## src/rtl/core/lwd_pkg.sv

```systemverilog
package lwd_pkg;

    // fixed field widths
    localparam int BYTE_W      = 8;
    localparam int BIAS_W      = 4;
    localparam int USER_W      = 2;
    localparam int MAX_RESULTS = 30;

    localparam logic [BIAS_W-1:0] BIAS_RESET = 4'd2;

    // default token geometry
    localparam int LITERAL_BITS_DEF      = 8;
    localparam int LENGTH_FIELD_BITS_DEF = 4;
    localparam int DISTANCE_BITS_DEF     = 12;

    typedef enum logic [1:0]
    {
        ST_IDLE,
        ST_DECODE,
        ST_COPY,
        ST_FLUSH
    } dec_state_t;

    typedef struct packed
    {
        logic [BYTE_W-1:0] out_byte;
        logic              byte_valid;
        logic              stream_end;
    } result_t;

    typedef struct packed
    {
        logic push;
        logic flush;
    } obuf_ctrl_t;

    typedef struct packed
    {
        logic can_push;
        logic flush_done;
    } obuf_sts_t;

endpackage

```

## src/rtl/core/lwd_out_buf.sv

```systemverilog
module lwd_out_buf
    import lwd_pkg::*;
(
    input  logic              clk,
    input  logic              rst_n,
    input  obuf_ctrl_t        ctrl,
    input  result_t           res,
    output obuf_sts_t         sts,
    output logic              out_valid,
    input  logic              out_ready,
    output result_t           out_res,
    output logic              out_last
);

    logic    pend_valid_reg, pend_valid_next;
    result_t pend_reg, pend_next;
    logic    out_valid_reg, out_valid_next;
    result_t out_reg, out_next;
    logic    out_last_reg, out_last_next;
    logic    out_free;

    assign out_free = !out_valid_reg || out_ready;

    always_comb
    begin
        pend_valid_next = pend_valid_reg;
        pend_next       = pend_reg;
        out_valid_next  = out_valid_reg && !out_ready;
        out_next        = out_reg;
        out_last_next   = out_last_reg;

        if (ctrl.push && (!pend_valid_reg || out_free))
        begin
            // older result is not the final one of its request
            if (pend_valid_reg)
            begin
                out_next       = pend_reg;
                out_last_next  = 1'b0;
                out_valid_next = 1'b1;
            end
            pend_next       = res;
            pend_valid_next = 1'b1;
        end
        else if (ctrl.flush && pend_valid_reg && out_free)
        begin
            out_next        = pend_reg;
            out_last_next   = 1'b1;
            out_valid_next  = 1'b1;
            pend_valid_next = 1'b0;
        end
    end

    always_ff @(posedge clk or negedge rst_n)
    begin
        if (!rst_n)
        begin
            pend_valid_reg <= 1'b0;
            out_valid_reg  <= 1'b0;
        end
        else
        begin
            pend_valid_reg <= pend_valid_next;
            out_valid_reg  <= out_valid_next;
        end
    end

    always_ff @(posedge clk)
    begin
        pend_reg     <= pend_next;
        out_reg      <= out_next;
        out_last_reg <= out_last_next;
    end

    assign sts.can_push   = !pend_valid_reg || out_free;
    assign sts.flush_done = !pend_valid_reg || out_free;
    assign out_valid      = out_valid_reg;
    assign out_res        = out_reg;
    assign out_last       = out_last_reg;

endmodule

```

## config.mk

```make
export PLATFORM = sky130hd
export DESIGN_NAME = lwd_out_buf
export DESIGN_NICKNAME = d
export VERILOG_FILES = /design/src/rtl/core/lwd_pkg.sv /design/src/rtl/core/lwd_out_buf.sv
export SDC_FILE = /design/constraint.sdc
export NUM_CORES = 1
export LEC_CHECK = 0
export BUFFER_PORTS_ARGS = -buffer_cell sky130_fd_sc_hd__buf_2
export CAP_MARGIN = 20
export CORE_UTILIZATION = 48
export CTS_CLUSTER_SIZE = 25
export DETAILED_ROUTE_END_ITERATION = 8
export GPL_TIMING_DRIVEN = 0
export MAX_ROUTING_LAYER = met4
export PLACE_DENSITY = 0.77
export SLEW_MARGIN = 15
export SYNTH_ARGS = -nofsm -noshare
export SYNTH_HDL_FRONTEND = slang
export SYNTH_SLANG_ARGS = --single-unit
```

## constraint.sdc

```tcl
create_clock -name clk -period 2.25 [get_ports clk]
set_input_delay 0.45 -clock clk [delete_from_list [all_inputs] [get_ports clk]]
set_output_delay 0.45 -clock clk [all_outputs]
set_load 0.03 [all_outputs]
```

Word-level counts from Yosys, hierarchy flattened
Cells that the tools add are included.
- register bits after elaboration: 23
- input bits: 15
- output and inout port bits: 14
- word-level logic and storage cells: 32
- eq/ne operators: 1
- muxes and demuxes: 11
- reductions and logical operators: 11
- operators by type and width (kind ; number):
    $mux W10 ; 3
    $mux W1 ; 8
    $logic_and A1 B1 Y1 ; 4
    $logic_not A1 Y1 ; 3
    $logic_or A1 B1 Y1 ; 2
    $ne A2 B2 Y1 const B ; 1
    $reduce_and A2 Y1 ; 1
    $reduce_bool A2 Y1 ; 1

Longest topological paths before layout
- depth in word-level cells: 6
- depth in mapped cells: 2
- mapped depth without buffers: 2

Worst setup path before layout
Ideal clock, no wire load.
- path type: reg2out
- start: reg out_valid_reg (netlist: out_valid)
- end: out sts[1] (netlist name)
- arrival time: 1169 ps
- data required time: 1800 ps
- setup slack: 631 ps
- cell stages (with the launch flop): 3
- path buffers: 1
- cells stage by stage: dfrtp_1 -> nand3b_1 -> buf_4
- RTL lines (item ; RTL line ; RTL):
    start: declaration ; lwd_out_buf.sv:17 ; logic out_valid_reg, out_valid_next;
    start signal: assignment ; lwd_out_buf.sv:63 ; out_valid_reg <= out_valid_next;
    end: declaration ; lwd_out_buf.sv:8 ; output obuf_sts_t sts,

Worst setup path in the final report
- start: reg out_valid_reg (netlist: out_valid)
- end: reg out_reg (netlist bit out_res[0]) (enable)
- cells in the longest elaborated chain, start to end: 6
- elaborated cells between the ends (all ways): 8
- classes of those cells: 1 x eq/ne; 7 x reduce/logical
- RTL lines (item ; RTL line ; RTL):
    $logic_not A1 Y1 (*) ; lwd_out_buf.sv:22 ; assign out_free = !out_valid_reg || out_ready;
    $logic_or A1 B1 Y1 (*) ; lwd_out_buf.sv:22 ;
    $logic_or A1 B1 Y1 ; lwd_out_buf.sv:32 ; if (ctrl.push && (!pend_valid_reg || out_free))
    $logic_and A1 B1 Y1 ; lwd_out_buf.sv:32 ;
    $ne A2 B2 Y1 (no line) or $reduce_bool A2 Y1 (tied branches) ; -- ;
    $reduce_and A2 Y1 (no line) (*) ; -- ;
    end signal: assignment ; lwd_out_buf.sv:70 ; out_reg <= out_next;
    end: declaration ; lwd_out_buf.sv:18 ; result_t out_reg, out_next;
Every way passes the cells marked *; elsewhere a longest branch is shown, timed or not.
A chain may end at the register's enable or synchronous reset.

==> metrics <==
total setup buffers inserted after CTS=0; synth cell count leaders=21 x edfxtp_1, 2 x dfrtp_1, 2 x nand2_1; total of buffers placed on input and output ports=28; count of nets after finishing=83; IO Pins=29; standard-cell row count=13; commonest register cell after synthesis=edfxtp_1; Maximum Capacitance Violations=0; capturing element type of the critical path=register; largest fanout on the critical path=11; startpoint of the lowest-slack register-to-register path=out_valid; FMAX=0.6165 GHz; Async SR Flop Fraction=8.696%; Final Hold Vio Count=0; remaining routing DRC violations=0; Ant. Diodes=0; time the worst path needs with I/O delays and setup=1.622 ns; number of global-route vias before repair=327; core area=1366 µm²; status=finished clean; Multi-input gate area=48.80 µm²; kind of start point of the critical path=register; simple-gate share of the synthesized area=5.068%; worst skew pair latency=0.30 ns; startpoint-to-endpoint class of the critical path=register to register; average instance area after synthesis=21.79 µm²; remaining antenna violation count after routing=0; gate count of the mapped netlist=34; post_cts resized=0; TritonCTS clock tree=yes; worst reg2reg path endpoint=out_res[0]; worst slew pin tran=0.9120 ns; share of synthesized area occupied by flip-flops and latches=91.89%; routed wirelength normalized by instance count=12.16 µm; final core utilization=68.59%; number of failing setup endpoints in the final timing report=0; iteration-0 DRC count of the detailed router=10; ratio of cells with drive above 1 in the final layout=49.25%; share of cell area taken by muxes after synthesis=0%; leading area contributor after synthesis=edfxtp_1; area fraction in compound gates after synthesis=1.520%; Hold Crit Class=input port to register; met3 GRT Util=4.891%; capturing element of the worst setup path=out_res[0]; antenna violations before repair=0; layout filler cell count=90; non-filler cells, final=82; vias=399; proportion of netlist area held by the largest area contributor=85.14%; clock transition time at the flip-flop clock pins of the worst setup and hold paths=0.11 ns; Power, Total=814.1 µW; overall die height=41.28 µm; number of warning messages in the yosys log=0; Final Routed Wirelength=997 µm; GR Overflow Total=0; syn nets=49; pwr/cell area=868.7 nW/µm²; adder-cell share of the synthesized area=0%; Synth area leaders=edfxtp_1 85%, dfrtp_1 6.8%, buf_4 1.0%; horizontal die dimension=41.28 µm; number of synthesized flops with an enable pin=21; TNS Setup=0 ns; unrepaired setup endpoints after global routing=false; initial cell density of the core=54.21%; Netlist cell types=12; Tot GR Track Use=14.61%; global-route wire length before repair=1386 µm; met1 Usage GRT=18.45%; dominant combinational cell family by area after synthesis=simple AND/OR/NAND/NOR gates; worst setup path startpoint=out_valid; relative slew slack=39.07%; CTS H-tree lvls=1; maximum clock path buffer count=2; synthesized cell area=740.7 µm²; DIE AREA=1704 µm²; Area growth, synth to finish=26.52%; final weighted congestion in routability-driven placement=0.6700; dpl cells=77; most numerous cell in the Yosys netlist=edfxtp_1; post-synthesis sequential element count=23; count of TritonRoute iterations in the first routing pass=4; register-to-register path setup slack=0.63 ns; CP Data Arrival Time=1.56 ns; Hold Slack=0.3148 ns; root buffer cell=clkbuf_4; leakage component of the power=0.3807 nW; number of clock sinks seen by CTS=23; largest net degree at the start of global routing=14; xor/xnor share of the synthesized area=0%; footprint of the flip-flops and latches=680.7 µm²; mean number of vias per cell=4.866; post-route clock period utilization=72.10%; number of buffers created by CTS=3; worst vdd rail ir drop=0.0005144 V; setup skew after layout=0.002864 ns; fin. max-slew vios=0; startpoint of the worst hold path=res[4]; required time worst endpoint=2.19 ns; R2R depth=2; met2 demand-to-capacity share in global routing=19.92%; Top Usage Layer GRT=met2
-- critical path, stage by stage, from the launching register on --
cell      delay (ns)
dfrtp_1         0.42
nand2b_1        0.11
nor2b_1         0.74
-- per-stage QoR --
step,worst slack [ns],cell area [µm²]
2_1_floorplan,0.6305,740.7
3_3_place_gp,0.4981,899.6
3_5_place_dp,0.4611,899.6
4_1_cts,0.6017,937.1
5_1_grt,0.5143,937.1
6_report,0.6278,937.1
-- cell usage in the layout (no fill, tap or decap), drive strengths merged --
cell type,Yosys,routed
dlygate4sd3,0,1
clkbuf,0,3
a31oi,1,1
nor2b,1,1
edfxtp,21,21
inv,1,1
dfrtp,2,2
clkinv,0,1
and2,1,1
o21ai,1,1
nand3b,1,1
nor2,1,1
nand2,2,2
nand2b,1,1
buf,1,29
-- layout make-up --
cell class                 count  share of cell area (%)
sequential                    23                   72.63
timing repair buffer          29                   16.02
multi-input combinational      9                   5.207
clock buffer                   3                   2.403
tap                           15                   2.003
buffer                         1                  0.8011
clock inverter                 1                  0.5340
inverter                       1                  0.4005
-- kinds of logic (layout without fill, tap and decap cells) --
| kind of cell | Yosys count | count (layout) |
|---|---|---|
| buffers and inverters | 2 | 35 |
| AND/OR/NAND/NOR | 7 | 7 |
| flip-flops | 23 | 23 |
| AO/OA/AOI/OAI | 2 | 2 |
-- how the worst min path moves through the flow --
stage	to	cells past startpoint
after detailed placement	pend_valid_reg	1
after floorplan	out_valid	0
after global routing	pend_reg[9]	1
after CTS	pend_reg[3]	1
after global placement	pend_valid_reg	1
final	pend_reg[4]	1
-- power breakdown --
group,switching (mW),internal [mW]
clock network,0.112,0.0663
logic,0.0812,0.0329
registers,0.0104,0.511
total,0.204,0.610
-- timing repair --
item / CTS / global route
setup endpoints to repair: 0 / 0
hold endpoints to repair: 2 / 0
hold buffers: 1 / 0
-- layer usage --
layer / part of all wire [%] / vias up
li1: - / 192
met4: 0 / 0
met3: 9.4 / 0
met5: 0 / -
met1: 47 / 179
met2: 44 / 28
No activity file was read; power rests on OpenSTA's default activity.
