==> config.mk <==
export PLATFORM = sky130hd
export DESIGN_NAME = lwd_ctrl
export DESIGN_NICKNAME = d
export VERILOG_FILES = /design/src/rtl/core/lwd_pkg.sv /design/src/rtl/core/lwd_ctrl.sv
export SDC_FILE = /design/constraint.sdc
export NUM_CORES = 1
export LEC_CHECK = 0
export ABC_AREA = 0
export ABC_CLOCK_PERIOD_IN_PS = 4500
export BUFFER_PORTS_ARGS = -buffer_cell sky130_fd_sc_hd__buf_2
export CAP_MARGIN = 5
export CORE_MARGIN = 2
export CORE_UTILIZATION = 35
export DETAILED_ROUTE_END_ITERATION = 10
export PLACE_DENSITY = 0.55
export SYNTH_ARGS = -nofsm -noshare
export SYNTH_HDL_FRONTEND = slang
export SYNTH_SLANG_ARGS = --single-unit
==> constraint.sdc <==
create_clock -name clk -period 4.5 [get_ports clk]
set_clock_uncertainty 0.05 [all_clocks]
set_input_delay 0.675 -clock clk [delete_from_list [all_inputs] [get_ports clk]]
set_output_delay 0.675 -clock clk [all_outputs]
set_load 0.1 [all_outputs]
==> src/rtl/core/lwd_pkg.sv <==
package lwd_pkg;

    // fixed field widths
    localparam int BYTE_W      = 8;
    localparam int BIAS_W      = 4;
    localparam int USER_W      = 2;
    localparam int MAX_RESULTS = 30;

    localparam logic [BIAS_W-1:0] BIAS_RESET = 4'd2;

    // default token geometry
    localparam int LITERAL_BITS_DEF      = 8;
    localparam int LENGTH_FIELD_BITS_DEF = 4;
    localparam int DISTANCE_BITS_DEF     = 12;

    typedef enum logic [1:0]
    {
        ST_IDLE,
        ST_DECODE,
        ST_COPY,
        ST_FLUSH
    } dec_state_t;

    typedef struct packed
    {
        logic [BYTE_W-1:0] out_byte;
        logic              byte_valid;
        logic              stream_end;
    } result_t;

    typedef struct packed
    {
        logic push;
        logic flush;
    } obuf_ctrl_t;

    typedef struct packed
    {
        logic can_push;
        logic flush_done;
    } obuf_sts_t;

endpackage

==> src/rtl/core/lwd_ctrl.sv <==
module lwd_ctrl
    import lwd_pkg::*;
#(
    parameter int LITERAL_BITS      = LITERAL_BITS_DEF,
    parameter int LENGTH_FIELD_BITS = LENGTH_FIELD_BITS_DEF,
    parameter int DISTANCE_BITS     = DISTANCE_BITS_DEF
)
(
    input  logic                     clk,
    input  logic                     rst_n,
    input  logic                     in_valid,
    output logic                     in_ready,
    input  logic [BYTE_W-1:0]        in_byte,
    input  logic [BIAS_W-1:0]        length_bias,
    output obuf_ctrl_t               obuf_ctrl,
    output result_t                  obuf_res,
    input  obuf_sts_t                obuf_sts,
    output logic                     ram_we,
    output logic [DISTANCE_BITS-1:0] ram_waddr,
    output logic [BYTE_W-1:0]        ram_wdata,
    output logic                     ram_re,
    output logic [DISTANCE_BITS-1:0] ram_raddr,
    input  logic [BYTE_W-1:0]        ram_rdata
);

    localparam int AW        = DISTANCE_BITS;
    localparam int TOK_LIT   = 1 + LITERAL_BITS;
    localparam int TOK_LEN   = 1 + LENGTH_FIELD_BITS;
    localparam int TOK_MATCH = TOK_LEN + DISTANCE_BITS;
    localparam int TOKEN_MAX = (TOK_LIT > TOK_MATCH) ? TOK_LIT : TOK_MATCH;
    localparam int HOLDER_W  = TOKEN_MAX + BYTE_W - 1;
    localparam int CNT_W     = $clog2(HOLDER_W + 1);
    localparam int RES_W     = $clog2(MAX_RESULTS + 1);
    localparam int LEN_MAX   = (1 << BIAS_W) + (1 << LENGTH_FIELD_BITS);
    localparam int SUM_MAX   = (LEN_MAX > 2 * MAX_RESULTS) ? LEN_MAX : 2 * MAX_RESULTS;
    localparam int SUM_W     = $clog2(SUM_MAX + 1);

    dec_state_t            state_reg, state_next;
    logic                  phase_reg, phase_next;
    logic [BYTE_W-1:0]     byte_reg, byte_next;
    logic [HOLDER_W-1:0]   holder_reg, holder_next;
    logic [CNT_W-1:0]      held_reg, held_next;
    logic [RES_W-1:0]      n_reg, n_next;
    logic [AW-1:0]         wp_reg, wp_next;
    logic [AW-1:0]         src_reg, src_next;
    logic [RES_W-1:0]      issue_cnt_reg, issue_cnt_next;
    logic [RES_W-1:0]      push_cnt_reg, push_cnt_next;
    logic                  rd_valid_reg, rd_valid_next;
    logic                  stash_valid_reg, stash_valid_next;
    logic [BYTE_W-1:0]     stash_reg, stash_next;
    logic                  fwd_reg, fwd_next;
    logic [BYTE_W-1:0]     fwd_data_reg, fwd_data_next;

    logic                         flag;
    logic [LENGTH_FIELD_BITS-1:0] len_f;
    logic [LITERAL_BITS-1:0]      lit_f;
    logic [DISTANCE_BITS-1:0]     dist_f;
    logic                         end_code;
    logic [SUM_W-1:0]             n_ext;
    logic [SUM_W-1:0]             cnt_raw;
    logic [SUM_W-1:0]             cnt_cut;
    logic                         lit_ok;
    logic                         end_ok;
    logic                         match_ok;
    logic [BYTE_W-1:0]            rd_byte;
    logic                         have_data;
    logic [BYTE_W-1:0]            copy_byte;
    logic                         do_push;

    // token fields, least significant bit first
    assign flag     = holder_reg[0];
    assign len_f    = holder_reg[LENGTH_FIELD_BITS:1];
    assign lit_f    = holder_reg[LITERAL_BITS:1];
    assign dist_f   = holder_reg[TOK_MATCH-1:TOK_LEN];
    assign end_code = &len_f;
    assign n_ext    = SUM_W'(n_reg);
    assign cnt_raw  = SUM_W'(length_bias) + SUM_W'(1) + SUM_W'(len_f);
    assign cnt_cut  = (cnt_raw > SUM_W'(MAX_RESULTS)) ? SUM_W'(MAX_RESULTS) : cnt_raw;

    assign lit_ok   = !flag && (held_reg >= CNT_W'(TOK_LIT))
                      && (n_ext + SUM_W'(1) <= SUM_W'(MAX_RESULTS));
    assign end_ok   = flag && (held_reg >= CNT_W'(TOK_LEN)) && end_code
                      && (n_ext + SUM_W'(1) <= SUM_W'(MAX_RESULTS));
    assign match_ok = flag && (held_reg >= CNT_W'(TOK_LEN)) && !end_code
                      && (held_reg >= CNT_W'(TOK_MATCH))
                      && (n_ext + cnt_cut <= SUM_W'(MAX_RESULTS));

    // same-cycle write to the entry being read wins
    assign rd_byte   = fwd_reg ? fwd_data_reg : ram_rdata;
    assign have_data = stash_valid_reg || rd_valid_reg;
    assign copy_byte = stash_valid_reg ? stash_reg : rd_byte;
    assign do_push   = have_data && obuf_sts.can_push;

    always_comb
    begin
        state_next       = state_reg;
        phase_next       = phase_reg;
        byte_next        = byte_reg;
        holder_next      = holder_reg;
        held_next        = held_reg;
        n_next           = n_reg;
        wp_next          = wp_reg;
        src_next         = src_reg;
        issue_cnt_next   = issue_cnt_reg;
        push_cnt_next    = push_cnt_reg;
        stash_valid_next = stash_valid_reg;
        stash_next       = stash_reg;

        in_ready             = 1'b0;
        obuf_ctrl.push       = 1'b0;
        obuf_ctrl.flush      = 1'b0;
        obuf_res.out_byte    = BYTE_W'(lit_f);
        obuf_res.byte_valid  = 1'b1;
        obuf_res.stream_end  = 1'b0;
        ram_we               = 1'b0;
        ram_waddr            = wp_reg;
        ram_wdata            = BYTE_W'(lit_f);
        ram_re               = 1'b0;
        ram_raddr            = src_reg;

        unique case (state_reg)
            ST_IDLE:
            begin
                in_ready = 1'b1;
                if (in_valid)
                begin
                    byte_next  = in_byte;
                    phase_next = 1'b0;
                    n_next     = '0;
                    state_next = ST_DECODE;
                end
            end

            ST_DECODE:
            begin
                priority if (lit_ok)
                begin
                    if (obuf_sts.can_push)
                    begin
                        obuf_ctrl.push = 1'b1;
                        ram_we         = 1'b1;
                        wp_next        = wp_reg + AW'(1);
                        n_next         = n_reg + RES_W'(1);
                        holder_next    = holder_reg >> TOK_LIT;
                        held_next      = held_reg - CNT_W'(TOK_LIT);
                    end
                end
                else if (end_ok)
                begin
                    if (obuf_sts.can_push)
                    begin
                        obuf_ctrl.push      = 1'b1;
                        obuf_res.out_byte   = '0;
                        obuf_res.byte_valid = 1'b0;
                        obuf_res.stream_end = 1'b1;
                        holder_next         = '0;
                        held_next           = '0;
                        wp_next             = '0;
                        n_next              = n_reg + RES_W'(1);
                    end
                end
                else if (match_ok)
                begin
                    src_next       = wp_reg - AW'(dist_f);
                    issue_cnt_next = cnt_cut[RES_W-1:0];
                    push_cnt_next  = cnt_cut[RES_W-1:0];
                    n_next         = RES_W'(n_ext + cnt_cut);
                    holder_next    = holder_reg >> TOK_MATCH;
                    held_next      = held_reg - CNT_W'(TOK_MATCH);
                    state_next     = ST_COPY;
                end
                else if (!phase_reg)
                begin
                    // held tokens done, take in the new byte above them
                    holder_next = holder_reg | (HOLDER_W'(byte_reg) << held_reg);
                    held_next   = held_reg + CNT_W'(BYTE_W);
                    phase_next  = 1'b1;
                end
                else
                begin
                    state_next = ST_FLUSH;
                end
            end

            ST_COPY:
            begin
                obuf_res.out_byte = copy_byte;
                ram_wdata         = copy_byte;
                if (do_push)
                begin
                    obuf_ctrl.push   = 1'b1;
                    ram_we           = 1'b1;
                    wp_next          = wp_reg + AW'(1);
                    push_cnt_next    = push_cnt_reg - RES_W'(1);
                    stash_valid_next = 1'b0;
                    if (push_cnt_reg == RES_W'(1))
                    begin
                        state_next = ST_DECODE;
                    end
                end
                else if (rd_valid_reg)
                begin
                    stash_next       = rd_byte;
                    stash_valid_next = 1'b1;
                end

                if ((issue_cnt_reg != '0) && !stash_valid_reg
                    && (!rd_valid_reg || obuf_sts.can_push))
                begin
                    ram_re         = 1'b1;
                    src_next       = src_reg + AW'(1);
                    issue_cnt_next = issue_cnt_reg - RES_W'(1);
                end
            end

            ST_FLUSH:
            begin
                obuf_ctrl.flush = 1'b1;
                if (obuf_sts.flush_done)
                begin
                    state_next = ST_IDLE;
                end
            end

            default:
            begin
                state_next = ST_IDLE;
            end
        endcase
    end

    assign rd_valid_next = ram_re;
    assign fwd_next      = ram_re && ram_we && (ram_raddr == ram_waddr);
    assign fwd_data_next = ram_wdata;

    always_ff @(posedge clk or negedge rst_n)
    begin
        if (!rst_n)
        begin
            state_reg       <= ST_IDLE;
            phase_reg       <= 1'b0;
            holder_reg      <= '0;
            held_reg        <= '0;
            n_reg           <= '0;
            wp_reg          <= '0;
            issue_cnt_reg   <= '0;
            push_cnt_reg    <= '0;
            rd_valid_reg    <= 1'b0;
            stash_valid_reg <= 1'b0;
            fwd_reg         <= 1'b0;
        end
        else
        begin
            state_reg       <= state_next;
            phase_reg       <= phase_next;
            holder_reg      <= holder_next;
            held_reg        <= held_next;
            n_reg           <= n_next;
            wp_reg          <= wp_next;
            issue_cnt_reg   <= issue_cnt_next;
            push_cnt_reg    <= push_cnt_next;
            rd_valid_reg    <= rd_valid_next;
            stash_valid_reg <= stash_valid_next;
            fwd_reg         <= fwd_next;
        end
    end

    always_ff @(posedge clk)
    begin
        byte_reg     <= byte_next;
        src_reg      <= src_next;
        stash_reg    <= stash_next;
        fwd_data_reg <= fwd_data_next;
    end

endmodule

# Word-level counts from Yosys, hierarchy flattened
# Cells that the tools add are included.
[totals]
regBits = 98
in_bits = 25
out_inout_bits = 47
wordCells = 166
[classes]
addsub = 13
order_cmp = 6
eq_ne = 22
shift = 1
mux = 72
bitwise = 2
n_reduce_logical = 35
[ops]
columns = ["op", "n"]
rows = [
  ["2-to-1 mux 24 bit", 6],
  ["2-to-1 mux 12 bit", 9],
  ["2-to-1 mux 5 bit", 16],
  ["case mux 12 bit (2 select lines)", 2],
  ["2-to-1 mux 10 bit", 3],
  ["case mux 5 bit (2 select lines)", 3],
  ["adder 12 x 1 -> 12 bit (second input constant)", 2],
  ["2-to-1 mux 8 bit", 3],
  ["OR 24 bit", 1],
  ["left shift 8 x 5 -> 24 bit", 1],
  ["inequality test 2 bit (second input constant)", 11],
  ["AND reduction 5 bit", 4],
  ["2-to-1 mux 2 bit", 9],
  ["case mux 8 bit (2 select lines)", 1],
  ["2-to-1 mux 1 bit", 15],
  ["logical AND 1 bit", 13],
  ["== test 12 bit", 1],
  ["<= comparator 6 x 5 -> 1 bit (second input constant)", 2],
  ["inequality test 3 bit (second input constant)", 4],
  ["subtractor 12 bit", 1],
  ["subtractor 5 x 1 -> 5 bit (second input constant)", 2],
  ["case mux 2 bit (4 select lines)", 1],
  ["AND reduction 4 bit", 2],
  ["AND reduction 7 bit", 1],
  ["other kinds (27)", 38],
]

# Longest topological paths before layout
[logic_depth]
depth_word = 11
ltp_mapped = 18
ltp_nobuf = 17

# Least setup slack after synthesis
# No wires, ideal clock.
[synth_timing]
path_type = "register to register"
start = "register state_reg[0]"
end = "register issue_cnt_reg[3]"
setup_time_ps = 122
arrival_time_ps = 7372
required_time_ps = 4328
slack_ps = -3044
path_stages_with_launch = 10
path_buffers = 1
period_less_slack_ps = 7544
cell_sequence = "dfrtp_1 -> inv_1 -> ha_1 -> clkbuf_1 -> inv_1 -> a2111oi_0 -> o22ai_2 -> inv_2 -> mux2i_1 -> nand2_1"
[synth_via]
elab_chain_cells = 3
word_cells_on_any_way = 9
classes_between = "eq/ne: 6; mux: 1; reduce/logical: 2"
[synth_lines]
columns = ["item", "line", "text"]
rows = [
  ["start: declaration", "lwd_ctrl.sv:38", "dec_state_t state_reg, state_next;"],
  ["start signal: assignment", "lwd_ctrl.sv:254", "state_reg <= state_next;"],
  ["== test 2 bit or == test 2 x 1 -> 1 bit (tied branches)", "lwd_ctrl.sv:121", "unique case (state_reg)"],
  ["inequality test 2 bit (no line) or nonzero test 2 bit (tied branches)", "n/a", ""],
  ["AND reduction 5 bit (no line)", "n/a", ""],
  ["end signal: assignment", "lwd_ctrl.sv:260", "issue_cnt_reg <= issue_cnt_next;"],
  ["end: declaration", "lwd_ctrl.sv:46", "logic [RES_W-1:0] issue_cnt_reg, issue_cnt_next;"],
]
# Parallel ways exist; a longest one is shown, timed or not.
# A chain may end at the register's enable or synchronous reset.

# Worst setup path in the final report
[layout_timing]
start = "register holder_reg[2]"
end = "register holder_reg[14]"
[layout_via]
elab_chain_cells = 9
word_cells_on_any_way = 18
classes_between = "add/sub: 2; order compare: 2; eq/ne: 2; mux: 4; reduce/logical: 8"
[layout_lines]
columns = ["item", "line", "text"]
rows = [
  ["start: declaration", "lwd_ctrl.sv:41", "logic [HOLDER_W-1:0] holder_reg, holder_next;"],
  ["start signal: assignment", "lwd_ctrl.sv:256", "holder_reg <= holder_next;"],
  ["adder 5 x 4 -> 6 bit", "lwd_ctrl.sv:77", "assign cnt_raw = SUM_W'(length_bias) + SUM_W'(1) + SUM_W'(len_f);"],
  ["> comparator 6 x 5 -> 1 bit", "lwd_ctrl.sv:78", "assign cnt_cut = (cnt_raw > SUM_W'(MAX_RESULTS)) ? SUM_W'(MAX_RESULTS) : cnt_raw;"],
  ["2-to-1 mux 6 bit", "lwd_ctrl.sv:78", ""],
  ["adder 5 x 6 -> 6 bit", "n/a", ""],
  ["<= comparator 6 x 5 -> 1 bit", "lwd_ctrl.sv:86", "&& (n_ext + cnt_cut <= SUM_W'(MAX_RESULTS));"],
  ["logical AND 1 bit", "lwd_ctrl.sv:86", ""],
  ["2-to-1 mux 24 bit", "lwd_ctrl.sv:162", "else if (match_ok)"],
  ["2-to-1 mux 24 bit", "lwd_ctrl.sv:148", "else if (end_ok)"],
  ["2-to-1 mux 24 bit", "lwd_ctrl.sv:136", "priority if (lit_ok)"],
]
# Parallel ways exist; a longest one is shown, timed or not.

==> metrics.log <==
INFO  metric grt_antenna_before_repair = 0
INFO  metric setup-tns-final = 0 ns
INFO  metric worst-r2r-cell-count = 15
INFO  metric effective_utilization_at_floorplan = 0.358
INFO  metric postCtsSetupBuffers = 0
INFO  metric maxCapViolCount = 0
INFO  metric clk_pin_slew_worst_paths = 0.07 ns
INFO  metric postPlaceCellArea = 7400 µm²
INFO  metric ys_seq_elements = 98
INFO  metric nNetsFinal = 862
INFO  metric rr_startpoint = holder_reg[2]
INFO  metric status = finished clean
INFO  metric hpwl = 14400 µm
INFO  metric worst_path_largest_cell_delay = 0.47 ns
INFO  metric track_usage = 0.191
INFO  metric final_antenna_net_count = 0
INFO  metric longest_clk_path_bufs = 2
INFO  metric yosys.area.top_type_share = 0.230
INFO  metric grt_pass1_vias = 5429
INFO  metric synth_enable_flop_cells = 28
INFO  metric timing.final.crit_share = 0.925
INFO  metric ios = 72
INFO  metric fmaxAchievable = 240 MHz
INFO  metric antenna_cells_inserted = 0
INFO  metric detailedRoute.firstPassIterationCount = 6
INFO  metric critPathLaunch = holder_reg[2]
INFO  metric synth_fp_nets = 797
INFO  metric post_synth_num_cell_types = 81
INFO  metric crit-reg2reg-capture = holder_reg[14]
INFO  metric largest_register_ff_count = 24
INFO  metric cts_inserted_buffers = 9
INFO  metric totalWireLength = 18900 µm
INFO  metric worst_path_dominant_cell_family = adder cells
INFO  metric syn_area = 6740 µm²
INFO  metric drive_above_1_share = 0.178
INFO  metric floorplan.die_area = 20400 µm²
INFO  metric period_minus_slack = 4.16 ns
INFO  metric grt_first_pass_wirelength = 30100 µm
INFO  metric timing.critical_path.arrival = 4.32 ns
INFO  metric design_area = 7670 µm²
INFO  metric place.port_buffers = 71
INFO  metric post_drt_wl_per_cell = 17.9 µm
INFO  metric cts_tree = done
INFO  metric syn-mean-instance-area = 9.23 µm²
INFO  metric synthToLayoutAreaGrowth = 13.8%
INFO  metric maxSlewHeadroom = 0.430
INFO  metric synth_flop_cell = sky130_fd_sc_hd__dfrtp_1
INFO  metric core = 18800 µm²
INFO  metric dr.first_iter.drc_count = 486
INFO  metric worst_setup_path_end_kind = register
INFO  metric synth_warnings = 0
INFO  metric critPathCapture = holder_reg[14]
INFO  metric worstSetupPathType = reg -> reg
INFO  metric cts_resized = 0
INFO  metric cts_hold_buf = 0
INFO  metric die_h = 143 µm
INFO  metric global_placer_s_final_weighted_congestion = 0.868
INFO  metric fill_cells = 1871
INFO  metric hold_violations = 0
INFO  metric worst_path_max_delay_cell = sky130_fd_sc_hd__dfrtp_1
INFO  metric finish_stage_setup_viols = 0
INFO  metric grt_max_degree = 37
INFO  metric worst_setup_path_start_kind = register
INFO  metric drcViolationCount = 0
INFO  metric critical_path_cell_count = 15
INFO  metric num_vias = 5793
INFO  metric synth_area_leader_cell = sky130_fd_sc_hd__dfrtp_1
INFO  metric clock_tree.htree_level_count = 3
INFO  metric total_number_of_clock_tree_sinks = 98
INFO  metric worstSkewPairLatency = 0.35 ns
INFO  metric tightestPinTransition = 0.854 ns
INFO  metric sequential_element_share_of_the_synthesized_area = 0.379
INFO  metric fraction_of_registers_with_async_set_or_reset_after_synthesis = 0.633
INFO  metric grt.overflow.total = 0
INFO  metric synth_area_leaders = sky130_fd_sc_hd__dfrtp_1 (23%), sky130_fd_sc_hd__edfxtp_1 (12%), sky130_fd_sc_hd__ha_1 (7.2%)
INFO  metric final_slew_violations = 0
INFO  metric placement_rows = 50
INFO  metric grt_setup_unrepaired = no
INFO  metric reg2reg_slack = 0.34 ns
INFO  metric die_x = 143 µm
INFO  metric via_per_inst = 5.47
INFO  metric crit_path_max_fanout = 13
INFO  metric clock-root-buffer = sky130_fd_sc_hd__clkbuf_16
INFO  metric cp_data_required_time = 4.66 ns
INFO  metric synth_cells = 730
INFO  metric series_of_cell_instances_along_the_critical_path = inv_1 > fa_1 > xnor2_1 > and2_1 > a41oi_1 > ha_1 > fa_1 > nand3_1 > nand2_1 > xnor2_1 > a31oi_2 > buf_4 > nor2_1 > a21o_1 > o22ai_1
INFO  metric crit_buf_inv = 2
INFO  metric hold_path_class = in -> async
-- worst register-to-register path, stage by stage (launching register included) --
cell                      delay (ns)
sky130_fd_sc_hd__dfrtp_1        0.47
sky130_fd_sc_hd__inv_1          0.19
sky130_fd_sc_hd__fa_1           0.46
sky130_fd_sc_hd__xnor2_1        0.18
sky130_fd_sc_hd__and2_1         0.14
sky130_fd_sc_hd__a41oi_1        0.16
sky130_fd_sc_hd__ha_1           0.25
sky130_fd_sc_hd__fa_1           0.41
sky130_fd_sc_hd__nand3_1        0.10
sky130_fd_sc_hd__nand2_1        0.07
sky130_fd_sc_hd__xnor2_1        0.28
sky130_fd_sc_hd__a31oi_2        0.16
sky130_fd_sc_hd__buf_4          0.21
sky130_fd_sc_hd__nor2_1         0.29
sky130_fd_sc_hd__a21o_1         0.42
sky130_fd_sc_hd__o22ai_1        0.15
-- layer usage --
metal  GRT usage  share of wire
met1       0.268           0.47
met3      0.0215          0.044
met4      0.0667          0.024
met5           0              0
met2       0.306           0.46
-- metrics by stage --
step / util / setup slack, ns / hold slack, ns / cells
3_3_place_gp: 0.393 / 0.224 / 0.476 / 1044
6_report: 0.407 / 0.337 / 0.369 / 1060
3_5_place_dp: 0.393 / 0.0782 / 0.476 / 1044
4_1_cts: 0.407 / 0.360 / 0.411 / 1060
2_1_floorplan: - / 0.286 / 0.329 / 730
5_1_grt: 0.407 / 0.0329 / 0.433 / 1060
-- cell families after synthesis --
kind of cell	share of synthesized area
buffers and inverters	0.0470
AOI/OAI and AO/OA	0.211
muxes	0.0626
xor gates and xnor gates	0.0494
and+or+nand+nor	0.170
adders and majority gates	0.0813
DFF	0.379
-- worst min path at each step --
stage / startpoint / end / slack (ns) / depth (start not counted)
2_1_floorplan: rst_n / fwd_reg / 0.33 / 0
3_3_place_gp: issue_cnt_reg[4] / issue_cnt_reg[4] / 0.48 / 2
3_5_place_dp: issue_cnt_reg[4] / issue_cnt_reg[4] / 0.48 / 2
4_1_cts: rst_n / n_reg[4] / 0.41 / 1
5_1_grt: in_byte[3] / byte_reg[3] / 0.43 / 1
6_report: rst_n / n_reg[4] / 0.37 / 1
-- layout make-up --
| cell class | instances | area (µm²) | area share |
|---|---|---|---|
| multi-input cells | 557 | 3880 | 0.506 |
| flip-flops and latches | 98 | 2550 | 0.333 |
| repair buffers | 87 | 488 | 0.0636 |
| well taps | 260 | 325 | 0.0424 |
| clock buffers | 9 | 225 | 0.0294 |
| inverters | 42 | 158 | 0.0205 |
| clock inverters | 7 | 43.8 | 0.00571 |
-- cells in the mapped netlist, types with 18 or more instances --
library cell and number:
sky130_fd_sc_hd__ha_1 39, sky130_fd_sc_hd__inv_1 39, sky130_fd_sc_hd__xnor2_1 22, sky130_fd_sc_hd__mux2_2 22, sky130_fd_sc_hd__dfrtp_1 62, sky130_fd_sc_hd__edfxtp_1 28
sky130_fd_sc_hd__nor2_1 54, sky130_fd_sc_hd__clkbuf_1 22, sky130_fd_sc_hd__a21oi_1 41, sky130_fd_sc_hd__nand3_1 31, sky130_fd_sc_hd__nor3_1 18, sky130_fd_sc_hd__nand2_1 59
sky130_fd_sc_hd__o21ai_0 43
-- cell usage in the layout, fill, tap and decap left out, types with 9 or more instances in the layout --
cell	n
sky130_fd_sc_hd__nor3_1	18
sky130_fd_sc_hd__nand3_1	31
sky130_fd_sc_hd__o22ai_1	16
sky130_fd_sc_hd__nand2_1	59
sky130_fd_sc_hd__buf_4	15
sky130_fd_sc_hd__o31ai_1	10
sky130_fd_sc_hd__ha_1	38
sky130_fd_sc_hd__buf_2	71
sky130_fd_sc_hd__dfrtp_1	62
sky130_fd_sc_hd__mux2_2	22
sky130_fd_sc_hd__a22oi_1	13
sky130_fd_sc_hd__a21oi_1	41
sky130_fd_sc_hd__nor2_1	54
sky130_fd_sc_hd__mux2i_1	14
sky130_fd_sc_hd__inv_1	39
sky130_fd_sc_hd__o21ai_0	43
sky130_fd_sc_hd__nand4_1	10
sky130_fd_sc_hd__xor2_1	16
sky130_fd_sc_hd__clkbuf_16	9
sky130_fd_sc_hd__xnor2_1	22
sky130_fd_sc_hd__and3_1	14
sky130_fd_sc_hd__edfxtp_1	28
Power is left out: the tool's default activity adds up to more than one toggle a clock period on the data nets, which glitch-free logic cannot reach.
